<file path="config.mk">
export PLATFORM = sky130hd
export DESIGN_NAME = ucp_div_cell
export DESIGN_NICKNAME = d
export VERILOG_FILES = /design/src/sv/ucp_pkg.sv /design/src/sv/ucp_div_cell.sv
export SDC_FILE = /design/constraint.sdc
export NUM_CORES = 1
export LEC_CHECK = 0
export BUFFER_PORTS_ARGS = -buffer_cell sky130_fd_sc_hd__buf_2
export CORE_AREA = 2 2 354 356
export DETAILED_ROUTE_END_ITERATION = 10
export DIE_AREA = 0 0 356 358
export SETUP_SLACK_MARGIN = 0.02
export SLEW_MARGIN = 10
export SYNTH_ARGS = -nofsm -noshare
export SYNTH_HDL_FRONTEND = slang
export SYNTH_SLANG_ARGS = --single-unit
</file>
<file path="constraint.sdc">
create_clock -name clk -period 0.9 [get_ports clk]
set_input_delay 0.135 -clock clk [delete_from_list [all_inputs] [get_ports clk]]
set_output_delay 0.135 -clock clk [all_outputs]
set_load 0.02 [all_outputs]
</file>
<file path="src/sv/ucp_pkg.sv">
// Shared widths, constants and item types for the unit normal pipeline.
package ucp_pkg;

    localparam int COMP_W    = 16;
    localparam int FRAC_BITS = 30;
    localparam int OUT_W     = 32;

    localparam int PROD_W    = 2 * COMP_W;
    localparam int CROSS_W   = 2 * COMP_W + 1;
    localparam int MAG_W     = 2 * COMP_W;
    localparam int SQ_W      = 2 * MAG_W;
    localparam int M_W       = SQ_W + 2;
    localparam int R_W       = M_W + 1;
    localparam int DIV_STEPS = 2 * FRAC_BITS;
    localparam int Q_W       = DIV_STEPS + 1;
    localparam int ROOT_W    = FRAC_BITS + 1;
    localparam int SRC_W     = 2 * ROOT_W;
    localparam int REM_W     = ROOT_W + 4;

    typedef struct packed {
        logic signed [COMP_W-1:0] first_x;
        logic signed [COMP_W-1:0] first_y;
        logic signed [COMP_W-1:0] first_z;
        logic signed [COMP_W-1:0] second_x;
        logic signed [COMP_W-1:0] second_y;
        logic signed [COMP_W-1:0] second_z;
    } in_item_t;

    typedef struct packed {
        logic signed [OUT_W-1:0] unit_x;
        logic signed [OUT_W-1:0] unit_y;
        logic signed [OUT_W-1:0] unit_z;
        logic                    degenerate;
    } out_item_t;

    typedef struct packed {
        logic [R_W-1:0] rem;
        logic [Q_W-1:0] quo;
        logic           neg;
    } div_lane_t;

    typedef struct packed {
        div_lane_t [2:0] lane;
        logic [M_W-1:0]  m;
        logic            degen;
    } div_item_t;

    typedef struct packed {
        logic [SRC_W-1:0]  src;
        logic [REM_W-1:0]  rem;
        logic [ROOT_W-1:0] root;
        logic              neg;
    } sqrt_lane_t;

    typedef struct packed {
        sqrt_lane_t [2:0] lane;
        logic             degen;
    } sqrt_item_t;

endpackage

</file>
<file path="src/sv/ucp_div_cell.sv">
// One restoring division step for all three lanes, registered.
module ucp_div_cell (
    input  logic              clk,
    input  logic              rst_n,
    input  logic              en,
    input  logic              in_valid,
    input  ucp_pkg::div_item_t in_item,
    output logic              out_valid,
    output ucp_pkg::div_item_t out_item
);
    import ucp_pkg::*;

    logic      valid_reg;
    div_item_t item_reg;
    div_item_t item_next;

    always_comb
    begin
        logic [R_W-1:0] sh;
        logic           ge;
        item_next = in_item;
        for (int k = 0; k < 3; k++)
        begin
            sh = {in_item.lane[k].rem[R_W-2:0], 1'b0};
            ge = sh >= {1'b0, in_item.m};
            item_next.lane[k].rem = ge ? sh - {1'b0, in_item.m} : sh;
            item_next.lane[k].quo = {in_item.lane[k].quo[Q_W-2:0], ge};
        end
    end

    always_ff @(posedge clk or negedge rst_n)
    begin
        if (!rst_n)
            valid_reg <= 1'b0;
        else if (en)
            valid_reg <= in_valid;
    end

    always_ff @(posedge clk)
    begin
        if (en)
            item_reg <= item_next;
    end

    assign out_valid = valid_reg;
    assign out_item  = item_reg;
endmodule

</file>
==> out/results.txt <==
status: complete, but fails checks
failing checks: negative setup slack
total track usage: 0.244
hold path start: in_item[258]
Die Span Y: 358 um
clock transition at the registers of the reported paths: 0.07 ns
largest net degree at the start of global routing: 34
Worst Path Required: 1.31 ns
crit end category: register
yosys warns: 0
Hold Crit Class: input pin to register
minimum clock period: 2.96 ns
crit-path max FO: 6
Worst R2R End: out_valid
clock skew: 0 ns
commonest non-fill, non-tap cell in the layout: buf_4
Layout Area Growth over Synthesis: 79.0%
row cnt: 129
Crit Path Category: input pin to register
clk_lat worst skew: 0.67 ns
final core utilization: 0.420
number of synthesized flops with an enable pin: 454
clock sinks: 455
Cell variety after synth: 86
FMAX: 338 MHz
# DRC: 0
endpoints failing setup: 851
LEAKAGE: 23.5 nW
starting density of the core: 0.235
initial antenna violation count: 64
CTS H-tree lvls: 2
Synth async-reset ratio: 0.00220
total chip power: 83.2 mW
routed len/inst: 24.3 um
deepest clock path buffer count: 3
Post-Synthesis Cells: 2731
Core Region: 0.123 sq mm
Main synth FF type: edfxtp_1
crit path DAT: 3.37 ns
Mapped Area: 0.0289 sq mm
commonest cells after routing, fill and taps aside: 995 x buf_4, 898 x buf_2, 457 x dlygate4sd3_1
DIE AREA: 0.127 sq mm
Placer Congestion: 0.951
Port Buffers: 906
mean area per synthesized cell: 10.6 sq um
GRT Residual Overflow: 0
vias post-DR: 32047
number of synthesized register bits: 455
unrepaired setup endpoints after global routing: true
WHS Endpoint: out_item[259]
Worst-Margin Slew: 0.527 ns
vias in the first global route: 32383
I/O pins: 913
final wirelength: 165000 um
Final WS setup: -2.06 ns
Max-cap violations: 0
R2R cell count: 1
Reg2Reg Launch Point: out_valid
fraction of layout cells with a size suffix above 1: 0.467
CTS root buf: clkbuf_16
register area share after synthesis: 0.472
relative slew slack: 0.645
worst hold path stage count: 3
Initial DRT Pass Iterations: 6
CP startpoint kind: input pin
max-slew violation count: 0
Synthesized Nets: 3390
Die X: 356 um
Fin. Hold Viols: 0
DP HPWL: 132000 um
vias per inst: 4.71
Iteration-0 DRC Markers: 2284
TritonCTS clock tree: done
Peak VDD IR: 1690 uV
first-pass GRT wire length: 223000 um
# nets final: 5752
antenna violation net count after detailed routing: 0
CTS buffer count: 56
Period Utilization, post-route: 3.29
flop2flop setup slack: 0.13 ns
Pwr Density: 1600 mW/mm^2
worst max-delay path, stage by stage:
cell	delay (ns)
buf_4	0.10
clkinvlp_4	0.12
buf_12	0.15
ha_4	0.26
nand4_1	0.15
a211o_1	0.31
nand4_1	0.12
a21oi_2	0.10
a2111oi_4	0.28
buf_4	0.20
o21ai_4	0.08
a211oi_4	0.33
o2111ai_4	0.14
and2_4	0.20
inv_12	0.11
buf_12	0.15
buf_6	0.12
mux2_4	0.29
cell type report:
cell class	instances	area, sq um
clock inverters	41	488
clock buffers	63	1450
well taps	1637	2050
repair buffers	2430	18000
diodes	23	57.6
multi-input cells	2017	15600
inverters	133	562
flip-flops and latches	455	13700
fillers	11969	71500
worst max-delay path by stage:
stage | from | to | cells past startpoint
floorplan | in_item[2] | out_item[390] | 15
global placement | in_item[28] | out_item[322] | 16
detailed placement | in_item[28] | out_item[265] | 14
CTS | in_item[8] | out_item[414] | 17
global route | in_item[8] | out_item[412] | 17
finish | in_item[7] | out_item[418] | 18
cell families after synthesis:
family                     after synthesis  share of synthesized area
DFF                                    455                      0.472
and+or+nand+nor                        679                      0.111
xor gates and xnor gates               176                     0.0533
buffers and inverters                  259                     0.0381
AOI/OAI and AO/OA                      838                      0.184
adders and majority gates              201                     0.0877
muxes                                  123                     0.0540
registers in the layout, summed over array words and instances (netlist names):
name,flops
out_valid,1
out_item,454
per-stage QoR:
step	TNS [ns]	cell area [sq um]	hold slack [ns]	instances	setup WS [ns]
after floorplan	-417.22	29300	-0.161	2731	-2.28
after global placement	-631.36	43200	-0.0895	6161	-3.19
after detailed placement	-631.53	43200	-0.0892	6161	-3.19
after CTS	-657.58	50700	-0.179	6746	-1.96
after global routing	-692.42	51800	0.0331	6787	-2.15
final	-641.49	51800	0.0204	6799	-2.06
timing repair:
item	in CTS	in global routing
setup buffers	23	27
resized for setup	127	188
hold endpoints to repair	513	3
cloned	6	3
endpoints found under the setup margin	659	851
hold buffers	454	3
pin swaps	26	29
cells in the mapped netlist, types with 68 or more instances:
| cell | n | area [sq um] |
|---|---|---|
| a21o_1 | 113 | 848 |
| o21ai_0 | 139 | 696 |
| xnor2_1 | 113 | 990 |
| ha_1 | 198 | 2480 |
| nand2_1 | 193 | 724 |
| nand4_1 | 72 | 450 |
| a21oi_1 | 317 | 1590 |
| inv_1 | 131 | 492 |
| nor2_1 | 180 | 676 |
| mux2_2 | 68 | 766 |
| edfxtp_1 | 454 | 13600 |
| clkbuf_1 | 96 | 360 |
metal layers:
layer / track usage / up-vias / wire length, um
li1: - / 15082 / -
met1: 0.274 / 15448 / 62800
met3: 0.0620 / 330 / 12400
met4: 0.0922 / 50 / 7740
met5: 0 / - / 285
met2: 0.440 / 1137 / 82000
power breakdown:
group	internal (mW)	total, mW	switching, mW
combinational	14.5	31.0	16.5
clock	14.0	24.6	10.6
sequential	26.5	27.5	1.06
Power figures use the tool's default switching activity.
