## src/sv/ucp_pkg.sv

```systemverilog
// Shared widths, constants and item types for the unit normal pipeline.
package ucp_pkg;

    localparam int COMP_W    = 16;
    localparam int FRAC_BITS = 30;
    localparam int OUT_W     = 32;

    localparam int PROD_W    = 2 * COMP_W;
    localparam int CROSS_W   = 2 * COMP_W + 1;
    localparam int MAG_W     = 2 * COMP_W;
    localparam int SQ_W      = 2 * MAG_W;
    localparam int M_W       = SQ_W + 2;
    localparam int R_W       = M_W + 1;
    localparam int DIV_STEPS = 2 * FRAC_BITS;
    localparam int Q_W       = DIV_STEPS + 1;
    localparam int ROOT_W    = FRAC_BITS + 1;
    localparam int SRC_W     = 2 * ROOT_W;
    localparam int REM_W     = ROOT_W + 4;

    typedef struct packed {
        logic signed [COMP_W-1:0] first_x;
        logic signed [COMP_W-1:0] first_y;
        logic signed [COMP_W-1:0] first_z;
        logic signed [COMP_W-1:0] second_x;
        logic signed [COMP_W-1:0] second_y;
        logic signed [COMP_W-1:0] second_z;
    } in_item_t;

    typedef struct packed {
        logic signed [OUT_W-1:0] unit_x;
        logic signed [OUT_W-1:0] unit_y;
        logic signed [OUT_W-1:0] unit_z;
        logic                    degenerate;
    } out_item_t;

    typedef struct packed {
        logic [R_W-1:0] rem;
        logic [Q_W-1:0] quo;
        logic           neg;
    } div_lane_t;

    typedef struct packed {
        div_lane_t [2:0] lane;
        logic [M_W-1:0]  m;
        logic            degen;
    } div_item_t;

    typedef struct packed {
        logic [SRC_W-1:0]  src;
        logic [REM_W-1:0]  rem;
        logic [ROOT_W-1:0] root;
        logic              neg;
    } sqrt_lane_t;

    typedef struct packed {
        sqrt_lane_t [2:0] lane;
        logic             degen;
    } sqrt_item_t;

endpackage

```

## src/sv/ucp_sqrt_cell.sv

```systemverilog
// One digit of the integer square root for all three lanes, registered.
module ucp_sqrt_cell (
    input  logic               clk,
    input  logic               rst_n,
    input  logic               en,
    input  logic               in_valid,
    input  ucp_pkg::sqrt_item_t in_item,
    output logic               out_valid,
    output ucp_pkg::sqrt_item_t out_item
);
    import ucp_pkg::*;

    logic       valid_reg;
    sqrt_item_t item_reg;
    sqrt_item_t item_next;

    always_comb
    begin
        logic [REM_W-1:0] cur;
        logic [REM_W-1:0] trial;
        logic             ge;
        item_next = in_item;
        for (int k = 0; k < 3; k++)
        begin
            cur   = {in_item.lane[k].rem[REM_W-3:0], in_item.lane[k].src[SRC_W-1 -: 2]};
            trial = REM_W'({in_item.lane[k].root, 2'b01});
            ge    = cur >= trial;
            item_next.lane[k].rem  = ge ? cur - trial : cur;
            item_next.lane[k].root = {in_item.lane[k].root[ROOT_W-2:0], ge};
            item_next.lane[k].src  = {in_item.lane[k].src[SRC_W-3:0], 2'b00};
        end
    end

    always_ff @(posedge clk or negedge rst_n)
    begin
        if (!rst_n)
            valid_reg <= 1'b0;
        else if (en)
            valid_reg <= in_valid;
    end

    always_ff @(posedge clk)
    begin
        if (en)
            item_reg <= item_next;
    end

    assign out_valid = valid_reg;
    assign out_item  = item_reg;
endmodule

```

## config.mk

```make
export PLATFORM = sky130hd
export DESIGN_NAME = ucp_sqrt_cell
export DESIGN_NICKNAME = d
export VERILOG_FILES = /design/src/sv/ucp_pkg.sv /design/src/sv/ucp_sqrt_cell.sv
export SDC_FILE = /design/constraint.sdc
export NUM_CORES = 1
export LEC_CHECK = 0
export ABC_AREA = 1
export ABC_CLOCK_PERIOD_IN_PS = 1100
export BUFFER_PORTS_ARGS = -buffer_cell sky130_fd_sc_hd__clkbuf_2
export CAP_MARGIN = 10
export CORE_ASPECT_RATIO = 1.1
export CORE_MARGIN = 8
export CORE_UTILIZATION = 23
export CTS_CLUSTER_SIZE = 16
export DETAILED_ROUTE_END_ITERATION = 8
export GPL_TIMING_DRIVEN = 0
export PLACE_DENSITY_LB_ADDON = 0.3
export RECOVER_POWER = 100
export SLEW_MARGIN = 10
export SYNTH_ARGS = -nofsm -noshare
export SYNTH_HDL_FRONTEND = slang
export SYNTH_SLANG_ARGS = --single-unit
```

## constraint.sdc

```tcl
create_clock -name clk -period 1.1 [get_ports clk]
set_clock_uncertainty 0.2 [all_clocks]
set_input_delay 0.055 -clock clk [delete_from_list [all_inputs] [get_ports clk]]
set_output_delay 0.055 -clock clk [all_outputs]
set_load 0.01 [all_outputs]
```

==> impl_metrics.yaml <==
global_routing:
  grt_pass1_wl_um: 149000
  track_usage: 0.191
  grt_pass1_vias: 23300
  antenna_found_initial: 18
  grt_max_degree: 88
  grt-ovfl-total: 0
setup_path:
  cp_common_cell: "nand2_2"
  cpPeakStageDelay_ns: 0.31
  path_cells: "buf_8, ha_4, buf_6, a21oi_4, nand2_2, nand2_2, nand2_2, a21oi_2, nand3_2, nor2_4, buf_6, clkbuf_16, nand2_2, nand2_1"
  worstPathRequired_ns: 1.36
  slowest_stage: "nor2_4"
  worstSetupPathType: "in -> reg"
  cp_data_arrival_time_ns: 1.92
  start_kind: "primary input"
  path_buf_inv: 4
  cp_top_family: "simple AND/OR/NAND/NOR gates"
  critPathMaxFanout: 6
  cp_num_cells: 14
  worstRegToRegCells: 1
  cp-end-kind: "flip-flop"
yosys:
  syn-cell-area_mm2: 0.0216
  synth_async_sr_flop_share: 0.00261
  ys_types: 36
  yosys.area.top_type: "edfxtp_1"
  ys_seq_area_frac: 0.532
  synth_warnings: 0
  synth_edf_count: 382
  synthFlopType: "edfxtp_1"
  ys_seq_elements: 383
  synth_top_area_share: 0.531
  synth_cells: 2567
  synth_area_leaders: "edfxtp_1 (53%), nand2_1 (19%), inv_1 (8.3%)"
  synth_area_per_cell_um2: 8.41
placed_design:
  hpwl_um: 79800
  dpl_worst_slack_ns: -1.66
  place_area_mm2: 0.0287
  gp_congestion: 0.920
  io_buffers: 768
clock_network:
  clockRootBuffer: "clkbuf_16"
  clk_pin_slew_ns: 0.06
  cts.sinks: 383
  cts_tree: "built"
  cts-htree-levels: 2
  cts_buffers: 45
  clock_path_buffers: 3
  clock_latency_ns: 0.58
timing:
  hold_viol_final: 214
  rsz0062_at_grt: "yes"
  setup_viol: 647
  tightest_slew_ns: 0.558
  fin_tns_setup_ns: -156.73
  finalCritPeriodShare: 1.51
  timing.final.ws_setup_ns: -0.560
  whs_ns: -0.567
  relSlewSlack: 0.628
  period_needed_ns: 1.66
  timing.fmax_ghz: 0.602
  drv_slew: 0
cells_and_area:
  area_growth_pct: 87.3
  layout_commonest_cell: "nand2_1"
  n_fill_cell: 9119
  fin_area_mm2: 0.0405
  layout_common_cells: "nand2_1 (693), clkbuf_2 (587), dlygate4sd3_1 (487)"
  post-route-util: 0.432
  drive_gt1_frac: 0.445
  final_nets: 4572
drt:
  ant_nets: 0
  post_drt_wl_per_cell_um: 20.0
  vias: 22800
  drc: 0
  drt_wl_total_um: 108000
  drtIter0Drc: 1060
  vias_per_cell: 4.24
  dr.pass1.iters: 7
floorplanning:
  initial_core_util: 0.231
  num_rows: 118
  ios: 781
  dieWidth_um: 308
  dieArea_mm2: 0.104
  core_mm2: 0.0936
  die_y_um: 337
power_and_ir_drop:
  vdd_ir_drop_max_v: 0.00116
  p_leak_nw: 19.3
  power_density_mw_per_mm2: 1230
  finalPower_mw: 49.6
outcome:
  run_status: "complete, but fails checks"
  violations: "hold timing, setup timing"
hold_path:
  worstHoldPathCells: 1
  hp-class: "in -> reg"
flow_run:
  max_cap_viol_count: 0
==> routing by layer <==
| layer | vias to the layer above | part of all wire | global-route usage |
|---|---|---|---|
| met2 | 874 | 0.51 | 0.352 |
| met3 | 250 | 0.069 | 0.0445 |
| met4 | 8 | 0.066 | 0.105 |
| met5 | - | 0.00046 | 0 |
| li1 | 11100 | - | - |
| met1 | 10600 | 0.36 | 0.200 |
==> state kept, by name (all words and copies together) (netlist names) <==
name and flops:
out_item 382, out_valid 1
==> path summary, 6_finish.rpt <==
kind	startpoint	to	slack, ns
setup / recovery	in_item[190]	out_item[177]	-0.56
hold / removal	in_item[151]	out_item[152]	-0.57
setup reg to reg	out_valid	out_valid	0.13
hold reg to reg	out_valid	out_valid	0.35
max in group asynchronous	rst_n	out_valid	0.48
min in group asynchronous	rst_n	out_valid	0.11
==> cell usage after synthesis, types with 2 or more instances <==
cell / number
a21oi_1: 73
a21oi_2: 9
and2_1: 3
and3_1: 3
buf_4: 6
buf_6: 18
edfxtp_1: 382
ha_1: 99
inv_1: 478
inv_2: 5
nand2_1: 1087
nand2_2: 15
nand3_1: 85
nand3_2: 6
nand3b_1: 3
nand4_1: 13
nor2_1: 167
nor2_2: 14
nor2_4: 3
nor3_1: 9
nor3_2: 2
nor3_4: 3
o211ai_1: 2
o21ai_0: 10
o21bai_1: 12
xnor2_1: 6
xor2_1: 45
==> repair_timing <==
action / in CTS / in global routing
pin swaps: 141 / 204
resized for setup: 375 / 797
buffers inserted: 107 / 84
hold endpoints to repair: 522 / 275
setup endpoints to repair: 646 / 572
hold buffers: 437 / 50
gates cloned: 16 / 8
==> cells by family after synthesis <==
logic type	share of synthesized area
compound gates	0.0285
other cells	0.000174
flops	0.532
fa+ha+maj	0.0574
xor+xnor	0.0207
simple gates	0.265
buf+inv	0.0956
mux	0.000521
==> per-stage QoR <==
step	hold slack [ns]	std cells
CTS	-0.595	5244
detailed placement	-0.369	4604
global route	-0.617	5384
global placement	-0.370	4600
finish	-0.567	5386
floorplan	-0.441	2572
==> layout make-up <==
type,count,area [um2],share of cell area
clock inverters,31,370,0.00916
inverters,484,1960,0.0486
well taps,1260,1580,0.0390
diodes,8,20.0,0.000495
clock buffers,53,1160,0.0286
flip-flops and latches,383,11500,0.284
multi-input cells,1682,11600,0.287
plain buffers,23,324,0.00801
repair buffers,1462,11900,0.295
==> power breakdown <==
| group | switching, mW | internal (mW) |
|---|---|---|
| Combinational | 8.42 | 7.11 |
| Sequential | 0.505 | 17.8 |
| Clock | 6.65 | 9.05 |
Note: power is estimated with default switching activity, not from simulation.
